`src/rtl/midi_event_tracker_assert.svh`:
```
// assertion macros used by the midi event tracker top level
`ifndef MIDI_EVENT_TRACKER_ASSERT_SVH
`define MIDI_EVENT_TRACKER_ASSERT_SVH

// property that must hold at every clock edge out of reset
`define MET_ASSERT_HOLDS(label, expr, msg) \
    label: assert property (@(posedge clk) disable iff (!rst_n) (expr)) \
        else $error(msg);

// antecedent in one cycle implies consequent in the same cycle
`define MET_ASSERT_IMPLIES(label, ante, cons, msg) \
    label: assert property (@(posedge clk) disable iff (!rst_n) (ante) |-> (cons)) \
        else $error(msg);

// antecedent in one cycle implies consequent in the next cycle
`define MET_ASSERT_NEXT(label, ante, cons, msg) \
    label: assert property (@(posedge clk) disable iff (!rst_n) (ante) |=> (cons)) \
        else $error(msg);

`endif

```
`src/rtl/met_pkg.sv`:
```
// shared types and constants for the midi event tracker
`default_nettype none

package met_pkg;

    localparam int MET_MAX_EVENTS = 12;
    localparam logic [4:0] MET_CPM_RESET = 5'd6;

    // channel message types (status high nibble)
    localparam logic [3:0] T_NOTE_OFF   = 4'h8;
    localparam logic [3:0] T_NOTE_ON    = 4'h9;
    localparam logic [3:0] T_CTRL       = 4'hB;
    localparam logic [3:0] T_PROGRAM    = 4'hC;
    localparam logic [3:0] T_CHAN_PRESS = 4'hD;
    localparam logic [3:0] T_BEND       = 4'hE;

    typedef struct packed {
        logic [31:0] stamp;
        logic [3:0]  msg_type;
        logic [3:0]  chan;
        logic [7:0]  d1;
        logic [7:0]  d2;
    } met_entry_t;

    typedef struct packed {
        logic tok_shift;
        logic tok_clr;
        logic ins;
        logic upd;
    } met_cell_ctl_t;

    typedef struct packed {
        logic head;
        logic hit;
        logic cond;
    } met_flags_t;

    typedef struct packed {
        logic       tick;
        logic       mark;
        logic       msg_done;
        logic [3:0] msg_type;
        logic [3:0] chan;
        logic [7:0] d1;
        logic [7:0] d2;
    } met_parse_t;

endpackage

`default_nettype wire

```
`src/rtl/midi_event_tracker.sv`:
```
// midi event tracker top level: parser, cell chain, sequencer, output register
//
//  channel | signals                              | beat when
//  --------+--------------------------------------+----------------------------
//  in      | in_valid in_ready op midi_byte now   | in_valid && in_ready
//  out     | out_valid out_ready report_kind ...  | out_valid && out_ready
//  cfg     | cfg_we cfg_wdata                     | cfg_we
//
// ticks, clock bytes with no mark, status and first data bytes complete while idle
// a clock mark, or a message into an empty list, goes straight to the commit step
// any other completed message has one probe of the newest cell, then for a note-off
//   with no note-on of that note there, a search that walks a token one cell per cycle,
//   then a commit step that shifts or rewrites the chain
// the result sits in an output register; the next beat is taken meanwhile,
//   and a later result waits in the commit step until that register frees
// no clearing pass after reset: cells past entry_count are never examined
`default_nettype none
`include "midi_event_tracker_assert.svh"

module midi_event_tracker
    import met_pkg::*;
#(
    parameter int MAX_EVENTS = MET_MAX_EVENTS
)
(
    input  wire logic        clk,
    input  wire logic        rst_n,
    input  wire logic        cfg_we,
    input  wire logic [4:0]  cfg_wdata,
    input  wire logic        in_valid,
    output logic             in_ready,
    input  wire logic        op,
    input  wire logic [7:0]  midi_byte,
    input  wire logic [31:0] now,
    output logic             out_valid,
    input  wire logic        out_ready,
    output logic [1:0]       report_kind,
    output logic [3:0]       slot,
    output logic [3:0]       msg_type,
    output logic [3:0]       channel,
    output logic [7:0]       first_data,
    output logic [7:0]       second_data,
    output logic [31:0]      stamp,
    output logic [31:0]      clock_time,
    output logic [3:0]       entry_count
);

    localparam int CNT_W = $clog2(MAX_EVENTS + 1);
    localparam int IDX_W = (MAX_EVENTS > 1) ? $clog2(MAX_EVENTS) : 1;

    // sequencer states
    localparam logic [1:0] ST_IDLE   = 2'd0;
    localparam logic [1:0] ST_PROBE  = 2'd1;
    localparam logic [1:0] ST_SCAN   = 2'd2;
    localparam logic [1:0] ST_COMMIT = 2'd3;

    // pending actions
    localparam logic [1:0] ACT_INS  = 2'd0;
    localparam logic [1:0] ACT_UPD  = 2'd1;
    localparam logic [1:0] ACT_MARK = 2'd2;

    // report kinds
    localparam logic [1:0] RK_INSERT = 2'd0;
    localparam logic [1:0] RK_UPDATE = 2'd1;
    localparam logic [1:0] RK_MARK   = 2'd2;

    logic [1:0]       state_reg, state_next;
    logic [1:0]       act_reg, act_next;
    logic [IDX_W-1:0] idx_reg, idx_next;
    logic [CNT_W-1:0] count_reg, count_next;
    logic [31:0]      timer_reg, timer_next;
    logic [31:0]      mark_time_reg, mark_time_next;
    logic [3:0]       msg_type_reg, msg_type_next;
    logic [3:0]       chan_reg, chan_next;
    logic [7:0]       d1_reg, d1_next;
    logic [7:0]       d2_reg, d2_next;

    logic             out_valid_reg, out_valid_next;
    logic [1:0]       kind_reg, kind_next;
    logic [3:0]       slot_reg, slot_next;
    logic [3:0]       otype_reg, otype_next;
    logic [3:0]       ochan_reg, ochan_next;
    logic [7:0]       od1_reg, od1_next;
    logic [7:0]       od2_reg, od2_next;
    logic [31:0]      ostamp_reg, ostamp_next;
    logic [31:0]      otime_reg, otime_next;
    logic [3:0]       ocount_reg, ocount_next;

    logic             accept;
    logic             out_free;
    logic             inject;
    logic             any_head, any_hit, any_cond;
    logic             last_idx;
    logic [CNT_W-1:0] count_ins;
    met_parse_t       pr;
    met_cell_ctl_t    ctl;
    met_entry_t       key;

    met_entry_t       ent_chain [MAX_EVENTS];
    met_flags_t       flg       [MAX_EVENTS];
    logic [MAX_EVENTS-1:0] tok_vec;
    logic [MAX_EVENTS-1:0] head_vec, hit_vec, cond_vec;

    assign in_ready = (state_reg == ST_IDLE);
    assign accept   = in_valid && in_ready;
    assign out_free = !out_valid_reg || out_ready;
    assign inject   = accept && pr.msg_done && (count_reg != '0);

    // new entry as written into a cell, stamped with the current timer
    assign key.stamp    = timer_reg;
    assign key.msg_type = msg_type_reg;
    assign key.chan     = chan_reg;
    assign key.d1       = d1_reg;
    assign key.d2       = d2_reg;

    // at most one cell holds the token, so the flags just or together
    assign any_head = |head_vec;
    assign any_hit  = |hit_vec;
    assign any_cond = |cond_vec;

    assign last_idx  = CNT_W'(idx_reg) == (count_reg - CNT_W'(1));
    // full list drops its oldest entry, so the count saturates
    assign count_ins = (count_reg == CNT_W'(MAX_EVENTS)) ? count_reg
                                                         : count_reg + CNT_W'(1);

    met_parser u_parser (
        .clk       (clk),
        .rst_n     (rst_n),
        .cfg_we    (cfg_we),
        .cfg_wdata (cfg_wdata),
        .accept    (accept),
        .op        (op),
        .midi_byte (midi_byte),
        .result    (pr)
    );

    // cell 0 takes the new entry and the injected token; each later cell
    // takes its left neighbor's entry and token
    assign ent_chain[0] = key;

    genvar gi;
    generate
        for (gi = 0; gi < MAX_EVENTS; gi++)
        begin : g_cell
            if (gi < MAX_EVENTS - 1)
            begin : g_mid
                met_cell u_cell (
                    .clk       (clk),
                    .rst_n     (rst_n),
                    .ctl       (ctl),
                    .key       (key),
                    .entry_in  (ent_chain[gi]),
                    .tok_in    ((gi == 0) ? inject : tok_vec[(gi == 0) ? 0 : gi - 1]),
                    .entry_out (ent_chain[gi + 1]),
                    .tok_out   (tok_vec[gi]),
                    .flags     (flg[gi])
                );
            end
            else
            begin : g_last
                met_cell u_cell (
                    .clk       (clk),
                    .rst_n     (rst_n),
                    .ctl       (ctl),
                    .key       (key),
                    .entry_in  (ent_chain[gi]),
                    .tok_in    ((gi == 0) ? inject : tok_vec[(gi == 0) ? 0 : gi - 1]),
                    .entry_out (),
                    .tok_out   (tok_vec[gi]),
                    .flags     (flg[gi])
                );
            end
            assign head_vec[gi] = flg[gi].head;
            assign hit_vec[gi]  = flg[gi].hit;
            assign cond_vec[gi] = flg[gi].cond;
        end
    endgenerate

    always_comb
    begin
        state_next     = state_reg;
        act_next       = act_reg;
        idx_next       = idx_reg;
        count_next     = count_reg;
        timer_next     = timer_reg;
        mark_time_next = mark_time_reg;
        msg_type_next  = msg_type_reg;
        chan_next      = chan_reg;
        d1_next        = d1_reg;
        d2_next        = d2_reg;
        ctl            = '0;

        out_valid_next = out_valid_reg && !out_ready;
        kind_next      = kind_reg;
        slot_next      = slot_reg;
        otype_next     = otype_reg;
        ochan_next     = ochan_reg;
        od1_next       = od1_reg;
        od2_next       = od2_reg;
        ostamp_next    = ostamp_reg;
        otime_next     = otime_reg;
        ocount_next    = ocount_reg;

        unique case (state_reg)
            ST_IDLE:
            begin
                // shifting here moves the injected token into cell 0
                ctl.tok_shift = 1'b1;
                if (accept)
                begin
                    idx_next = '0;
                    if (pr.tick)
                    begin
                        timer_next = timer_reg + 32'd1;
                    end
                    else if (pr.mark)
                    begin
                        act_next       = ACT_MARK;
                        mark_time_next = now;
                        state_next     = ST_COMMIT;
                    end
                    else if (pr.msg_done)
                    begin
                        msg_type_next = pr.msg_type;
                        chan_next     = pr.chan;
                        d1_next       = pr.d1;
                        d2_next       = pr.d2;
                        if (count_reg == '0)
                        begin
                            act_next   = ACT_INS;
                            state_next = ST_COMMIT;
                        end
                        else
                        begin
                            state_next = ST_PROBE;
                        end
                    end
                end
            end
            ST_PROBE:
            begin
                // token sits on the newest entry
                state_next = ST_COMMIT;
                if (msg_type_reg == T_NOTE_OFF)
                begin
                    if (any_head)
                    begin
                        act_next = any_hit ? ACT_UPD : ACT_INS;
                    end
                    else if (count_reg == CNT_W'(1))
                    begin
                        act_next = ACT_INS;
                    end
                    else
                    begin
                        // walk older entries for a note-on of this note
                        ctl.tok_shift = 1'b1;
                        idx_next      = idx_reg + IDX_W'(1);
                        state_next    = ST_SCAN;
                    end
                end
                else
                begin
                    act_next = any_cond ? ACT_UPD : ACT_INS;
                end
            end
            ST_SCAN:
            begin
                if (any_hit)
                begin
                    act_next   = ACT_UPD;
                    state_next = ST_COMMIT;
                end
                else if (last_idx)
                begin
                    act_next   = ACT_INS;
                    state_next = ST_COMMIT;
                end
                else
                begin
                    ctl.tok_shift = 1'b1;
                    idx_next      = idx_reg + IDX_W'(1);
                end
            end
            ST_COMMIT:
            begin
                if (out_free)
                begin
                    ctl.tok_clr    = 1'b1;
                    state_next     = ST_IDLE;
                    out_valid_next = 1'b1;
                    otype_next     = msg_type_reg;
                    ochan_next     = chan_reg;
                    od1_next       = d1_reg;
                    od2_next       = d2_reg;
                    ostamp_next    = timer_reg;
                    otime_next     = 32'd0;
                    unique case (act_reg)
                        ACT_INS:
                        begin
                            ctl.ins     = 1'b1;
                            count_next  = count_ins;
                            kind_next   = RK_INSERT;
                            slot_next   = 4'd0;
                            ocount_next = 4'(count_ins);
                        end
                        ACT_UPD:
                        begin
                            // token still marks the matched cell
                            ctl.upd     = 1'b1;
                            kind_next   = RK_UPDATE;
                            slot_next   = 4'(idx_reg);
                            ocount_next = 4'(count_reg);
                        end
                        default:
                        begin
                            kind_next   = RK_MARK;
                            slot_next   = 4'd0;
                            otype_next  = 4'd0;
                            ochan_next  = 4'd0;
                            od1_next    = 8'd0;
                            od2_next    = 8'd0;
                            ostamp_next = 32'd0;
                            otime_next  = mark_time_reg;
                            ocount_next = 4'(count_reg);
                        end
                    endcase
                end
            end
            default:
            begin
                state_next = ST_IDLE;
            end
        endcase
    end

    always_ff @(posedge clk or negedge rst_n)
    begin
        if (!rst_n)
        begin
            state_reg     <= ST_IDLE;
            act_reg       <= ACT_INS;
            idx_reg       <= '0;
            count_reg     <= '0;
            timer_reg     <= 32'd0;
            out_valid_reg <= 1'b0;
        end
        else
        begin
            state_reg     <= state_next;
            act_reg       <= act_next;
            idx_reg       <= idx_next;
            count_reg     <= count_next;
            timer_reg     <= timer_next;
            out_valid_reg <= out_valid_next;
        end
    end

    // message and result payload
    always_ff @(posedge clk)
    begin
        mark_time_reg <= mark_time_next;
        msg_type_reg  <= msg_type_next;
        chan_reg      <= chan_next;
        d1_reg        <= d1_next;
        d2_reg        <= d2_next;
        kind_reg      <= kind_next;
        slot_reg      <= slot_next;
        otype_reg     <= otype_next;
        ochan_reg     <= ochan_next;
        od1_reg       <= od1_next;
        od2_reg       <= od2_next;
        ostamp_reg    <= ostamp_next;
        otime_reg     <= otime_next;
        ocount_reg    <= ocount_next;
    end

    assign out_valid   = out_valid_reg;
    assign report_kind = kind_reg;
    assign slot        = slot_reg;
    assign msg_type    = otype_reg;
    assign channel     = ochan_reg;
    assign first_data  = od1_reg;
    assign second_data = od2_reg;
    assign stamp       = ostamp_reg;
    assign clock_time  = otime_reg;
    assign entry_count = ocount_reg;

    // search token is never duplicated along the chain
    `MET_ASSERT_HOLDS(a_tok_single, $onehot0(tok_vec), "more than one search token")
    // no stale token left over once the sequencer is back at rest
    `MET_ASSERT_IMPLIES(a_tok_idle, state_reg == ST_IDLE, tok_vec == '0,
        "token left in chain while idle")
    // a search in progress always has its token inside the list
    `MET_ASSERT_IMPLIES(a_tok_scan, state_reg == ST_SCAN, tok_vec != '0,
        "search lost its token")
    // list never grows past its capacity
    `MET_ASSERT_HOLDS(a_count_max, count_reg <= CNT_W'(MAX_EVENTS), "entry count overflow")
    // a commit with room in the output register completes and shows a result
    `MET_ASSERT_NEXT(a_commit_done, state_reg == ST_COMMIT && out_free,
        state_reg == ST_IDLE && out_valid_reg, "commit did not complete")

endmodule

`default_nettype wire

```
`src/rtl/met_parser.sv`:
```
// midi byte parser, clock byte divider and clock mark register
`default_nettype none

module met_parser
    import met_pkg::*;
(
    input  wire logic        clk,
    input  wire logic        rst_n,
    input  wire logic        cfg_we,
    input  wire logic [4:0]  cfg_wdata,
    input  wire logic        accept,
    input  wire logic        op,
    input  wire logic [7:0]  midi_byte,
    output met_parse_t       result
);

    localparam logic [1:0] PH_STATUS = 2'd0;
    localparam logic [1:0] PH_FIRST  = 2'd1;
    localparam logic [1:0] PH_SECOND = 2'd2;

    localparam logic [7:0] MIDI_CLOCK = 8'hF8;

    logic [1:0] phase_reg, phase_next;
    logic [7:0] status_reg, status_next;
    logic [7:0] first_reg, first_next;
    logic [4:0] clk_cnt_reg, clk_cnt_next;
    logic [4:0] cpm_reg;
    logic [4:0] cnt_inc;
    logic [3:0] held_type;

    assign held_type = status_reg[7:4];
    assign cnt_inc   = clk_cnt_reg + 5'd1;

    always_comb
    begin
        result       = '0;
        phase_next   = phase_reg;
        status_next  = status_reg;
        first_next   = first_reg;
        clk_cnt_next = clk_cnt_reg;
        if (op)
        begin
            result.tick = 1'b1;
        end
        else if (midi_byte == MIDI_CLOCK)
        begin
            if (cnt_inc == cpm_reg)
            begin
                result.mark  = 1'b1;
                clk_cnt_next = 5'd0;
            end
            else
            begin
                clk_cnt_next = cnt_inc;
            end
        end
        else if (midi_byte[7:4] == 4'hF)
        begin
            // other system byte aborts any partial message
            phase_next = PH_STATUS;
        end
        else if (midi_byte[7])
        begin
            status_next = midi_byte;
            phase_next  = PH_FIRST;
        end
        else
        begin
            unique case (phase_reg)
                PH_FIRST:
                begin
                    if (held_type == T_PROGRAM || held_type == T_CHAN_PRESS)
                    begin
                        result.msg_done = 1'b1;
                        result.d1       = midi_byte;
                        phase_next      = PH_STATUS;
                    end
                    else
                    begin
                        first_next = midi_byte;
                        phase_next = PH_SECOND;
                    end
                end
                PH_SECOND:
                begin
                    result.msg_done = 1'b1;
                    result.d1       = first_reg;
                    result.d2       = midi_byte;
                    phase_next      = PH_STATUS;
                end
                default:
                begin
                    // data with no status is dropped
                    phase_next = PH_STATUS;
                end
            endcase
        end
        result.msg_type = held_type;
        result.chan     = status_reg[3:0];
    end

    always_ff @(posedge clk or negedge rst_n)
    begin
        if (!rst_n)
        begin
            phase_reg   <= PH_STATUS;
            status_reg  <= 8'd0;
            first_reg   <= 8'd0;
            clk_cnt_reg <= 5'd0;
            cpm_reg     <= MET_CPM_RESET;
        end
        else
        begin
            if (accept)
            begin
                phase_reg   <= phase_next;
                status_reg  <= status_next;
                first_reg   <= first_next;
                clk_cnt_reg <= clk_cnt_next;
            end
            if (cfg_we)
            begin
                cpm_reg <= cfg_wdata;
            end
        end
    end

endmodule

`default_nettype wire

```
`src/rtl/met_cell.sv`:
```
// one event list cell: entry storage, search token and match flags
`default_nettype none

module met_cell
    import met_pkg::*;
(
    input  wire logic          clk,
    input  wire logic          rst_n,
    input  wire met_cell_ctl_t ctl,
    input  wire met_entry_t    key,
    input  wire met_entry_t    entry_in,
    input  wire logic          tok_in,
    output met_entry_t         entry_out,
    output logic               tok_out,
    output met_flags_t         flags
);

    met_entry_t entry_reg;
    logic       tok_reg;
    logic       d1_eq, chan_eq, is_on, type_ok, data_ok;

    assign entry_out = entry_reg;
    assign tok_out   = tok_reg;

    assign d1_eq   = entry_reg.d1 == key.d1;
    assign chan_eq = entry_reg.chan == key.chan;
    assign is_on   = entry_reg.msg_type == T_NOTE_ON;
    assign type_ok = (key.msg_type == entry_reg.msg_type) ||
                     (key.msg_type == T_NOTE_OFF && is_on);
    assign data_ok = ((key.msg_type == T_NOTE_OFF || key.msg_type == T_CTRL) && d1_eq) ||
                     key.msg_type == T_BEND || key.msg_type == T_CHAN_PRESS;

    assign flags.head = tok_reg && is_on && d1_eq;
    assign flags.hit  = tok_reg && is_on && d1_eq && chan_eq;
    assign flags.cond = tok_reg && chan_eq && type_ok && data_ok;

    always_ff @(posedge clk or negedge rst_n)
    begin
        if (!rst_n)
        begin
            tok_reg <= 1'b0;
        end
        else if (ctl.tok_clr)
        begin
            tok_reg <= 1'b0;
        end
        else if (ctl.tok_shift)
        begin
            tok_reg <= tok_in;
        end
    end

    always_ff @(posedge clk)
    begin
        if (ctl.ins)
        begin
            entry_reg <= entry_in;
        end
        else if (ctl.upd && tok_reg)
        begin
            entry_reg <= key;
        end
    end

endmodule

`default_nettype wire
```
`config.mk`:
```
export PLATFORM = sky130hd
export DESIGN_NAME = midi_event_tracker
export DESIGN_NICKNAME = d
export VERILOG_FILES = /design/src/rtl/met_pkg.sv /design/src/rtl/midi_event_tracker.sv /design/src/rtl/met_parser.sv /design/src/rtl/met_cell.sv
export VERILOG_INCLUDE_DIRS = /design/src /design/src/rtl
export SDC_FILE = /design/constraint.sdc
export NUM_CORES = 1
export LEC_CHECK = 0
export BUFFER_PORTS_ARGS = -buffer_cell sky130_fd_sc_hd__buf_2
export CORE_MARGIN = 8
export CORE_UTILIZATION = 45
export CTS_BUF_LIST = sky130_fd_sc_hd__clkbuf_2
export DETAILED_ROUTE_END_ITERATION = 12
export SYNTH_ARGS = -nofsm -noshare
export SYNTH_HDL_FRONTEND = slang
export SYNTH_HIERARCHICAL = 1
export SYNTH_SLANG_ARGS = --single-unit
```
`constraint.sdc`:
```
create_clock -name clk -period 7.2 [get_ports clk]
set_input_delay 0 -clock clk [delete_from_list [all_inputs] [get_ports clk]]
set_output_delay 0 -clock clk [all_outputs]
set_load 0.02 [all_outputs]
```
==> reports/metrics.csv <==
stage,metric,value,unit
cts,cts_tree,done,
synthesis,ys_warn_count,6,
global_route,grt_pass1_wl,76.3,mm
setup_path,crit_path_start,state_reg[1]$_DFFE_PN0P_,
cts,cts_resized,0,
sta,fmax,250,MHz
floorplanning,placementRows,79,
floorplanning,start_util,0.456,
flow_run,drv_cap,0,
routing,drc,0,
final_layout,drive_above_1_share,0.315,
cts,cts_sinks,430,
sta,worst_pin_slew,1.46,ns
sta,timing.final.crit_share,0.556,
sta,final.min_clock_period,4.00,ns
pwr,leakage,9.71,nW
routing,drt_iter0_markers,720,
pwr,vdd.ir_drop.worst,0.366,mV
routing,detail_route.vias_per_cell,5.13,
place,post-place-ws,3.30,ns
global_route,antenna_found_initial,3,
setup_path,rrSetupSlack,3.20,ns
setup_path,endpoint,u_parser/status_reg[1]$_DFFE_PN0P_,
cts,clk_path_buf_depth,3,
floorplanning,io_pins,151,
final_layout,seqCellArea,12500,sq um
setup_path,r2r-end,u_parser/status_reg[1]$_DFFE_PN0P_,
cts,htree_num_levels,3,
setup_path,end_kind,flip-flop,
final_layout,fin_nets,1934,
setup_path,crit_required,8.19,ns
sta,relSlewSlack,0.0235,
global_route,grt_overflow_total,0,
routing,drt_first_pass_iters,4,
cts,holdBufCountCts,119,
setup_path,regToRegStartpoint,state_reg[1]$_DFFE_PN0P_,
final_layout,largest_reg_flops,176,
cts,cts_made_buffers,113,
final_layout,fill_cells,4035,
global_route,grtUsageTotal,0.177,
synthesis,syn-cell-area,21300,sq um
setup_path,start_kind,flip-flop,
place,globalplace.congestion,0.807,
sta,hold_viol,0,
routing,ant_nets,0,
floorplanning,core_area,46700,sq um
setup_path,arrival,5.00,ns
sta,fin_skew,0.0866,ns
setup_path,path_max_fanout,7,
outcome,status,completed,
synthesis,syn_avg_cell_area,13.9,sq um
place,dp_hpwl,30.5,mm
sta,slew_viol_final,0,
routing,wire_per_inst,18.6,microns
setup_path,worstSetupPathType,reg2reg,
final_layout,multi_input_area,8390,sq um
place,placed_cells_incl_taps,2243,
hold_path,hp-class,in2reg,
floorplanning,die_area,54500,sq um
global_route,grt_max_degree,207,
final_layout,instances_no_fill,2578,
cts,clk_latency,1.10,ns
pwr,p_per_area,337,nW/um^2
sta,finalSetupViolCount,0,
final_layout,syn2layout_area_growth,17.1,%
place,port_buffers,150,
floorplanning,die_height,233,microns
sta,rsz0062_at_grt,no,
cts,path_clk_slew,0.11,ns
cts,clockRootBuffer,clkbuf_2,
global_route,grt_pass1_vias,14000,
sta,finalSetupTns,0,ns
floorplanning,die_x,233,microns
routing,routed_wl,47.9,mm
synthesis,netlist_instances,1532,
routing,num_vias,13200,
cts,postCtsSetupRepairBufs,0,
sta,fin_ws,3.20,ns
setup_path,worst-r2r-cell-count,12,
==> cells in the final DEF (no fill, tap or decap), types with 14 or more instances in the layout <==
master	n
a21o_1	14
a21oi_1	18
and2_1	37
buf_2	149
buf_4	21
clkbuf_2	180
clkinv_1	28
dfrtp_1	81
dlygate4sd3_1	120
edfxtp_1	346
inv_1	21
mux2_2	209
mux2i_1	15
nand2_1	92
nand3_1	35
nand4_1	23
nor2_1	64
nor2b_1	57
nor3_1	19
nor4_1	22
nor4_4	25
nor4b_1	14
xnor2_1	78
xor2_1	171
==> routing by layer <==
| metal | part of all wire | GRT usage | routed length [microns] | vias to the layer above |
|---|---|---|---|---|
| met5 | 0 | 0 | 0 | - |
| met4 | 0.025 | 0.0623 | 1170 | 0 |
| met3 | 0.039 | 0.0405 | 1850 | 92 |
| met2 | 0.50 | 0.300 | 24100 | 236 |
| met1 | 0.43 | 0.221 | 20700 | 6496 |
| li1 | - | - | - | 6390 |
==> worst max-delay path, stage by stage, from the launching register on <==
cell	delay (ns)
dfrtp_1	0.41
inv_1	0.13
ha_1	0.31
nand2_1	0.23
inv_1	0.23
nor2b_1	0.22
nand2_1	0.09
dlygate4sd3_1	0.64
nor2_1	0.43
nand2_1	0.09
dlygate4sd3_1	0.57
nand2_1	0.05
dlygate4sd3_1	0.54
==> worst min path at each step <==
stage	startpoint	endpoint	slack, ns	cells after the start
after floorplan	rst_n	act_reg[0]$_DFFE_PN0P_	-0.30	0
after global placement	rst_n	timer_reg[29]$_DFFE_PN0P_	-0.22	1
after detailed placement	rst_n	timer_reg[29]$_DFFE_PN0P_	-0.22	1
after CTS	now[7]	mark_time_reg[7]$_DFFE_PP_	0.0009	3
after global routing	now[1]	mark_time_reg[1]$_DFFE_PP_	0.002	3
final	now[12]	mark_time_reg[12]$_DFFE_PP_	0.19	3
==> power breakdown <==
group          switching (mW)  internal [mW]  total, mW
registers               0.389           3.64       4.03
clock network            1.02          0.692       1.71
logic                    1.53           1.12       2.65
==> metrics by stage <==
step                total power [mW]  hold slack, ns  cell area, sq um   util
global placement                6.64          -0.218             22700  0.486
finish                          8.39           0.186             24900  0.534
floorplan                       6.04          -0.296             21300      -
global route                    8.88         0.00244             24900  0.534
detailed placement              6.67          -0.218             22700  0.486
CTS                             8.50        0.000876             24900  0.534
==> layout make-up <==
cell class | count | area share
Sequential cell | 430 | 0.502
Tap cell | 607 | 0.0305
Clock inverter | 31 | 0.00583
Clock buffer | 180 | 0.0362
Inverter | 22 | 0.00342
Timing Repair Buffer | 291 | 0.0853
Antenna cell | 4 | 0.000402
Multi-Input combinational cell | 1013 | 0.337
(Power assumes the default switching activity.)
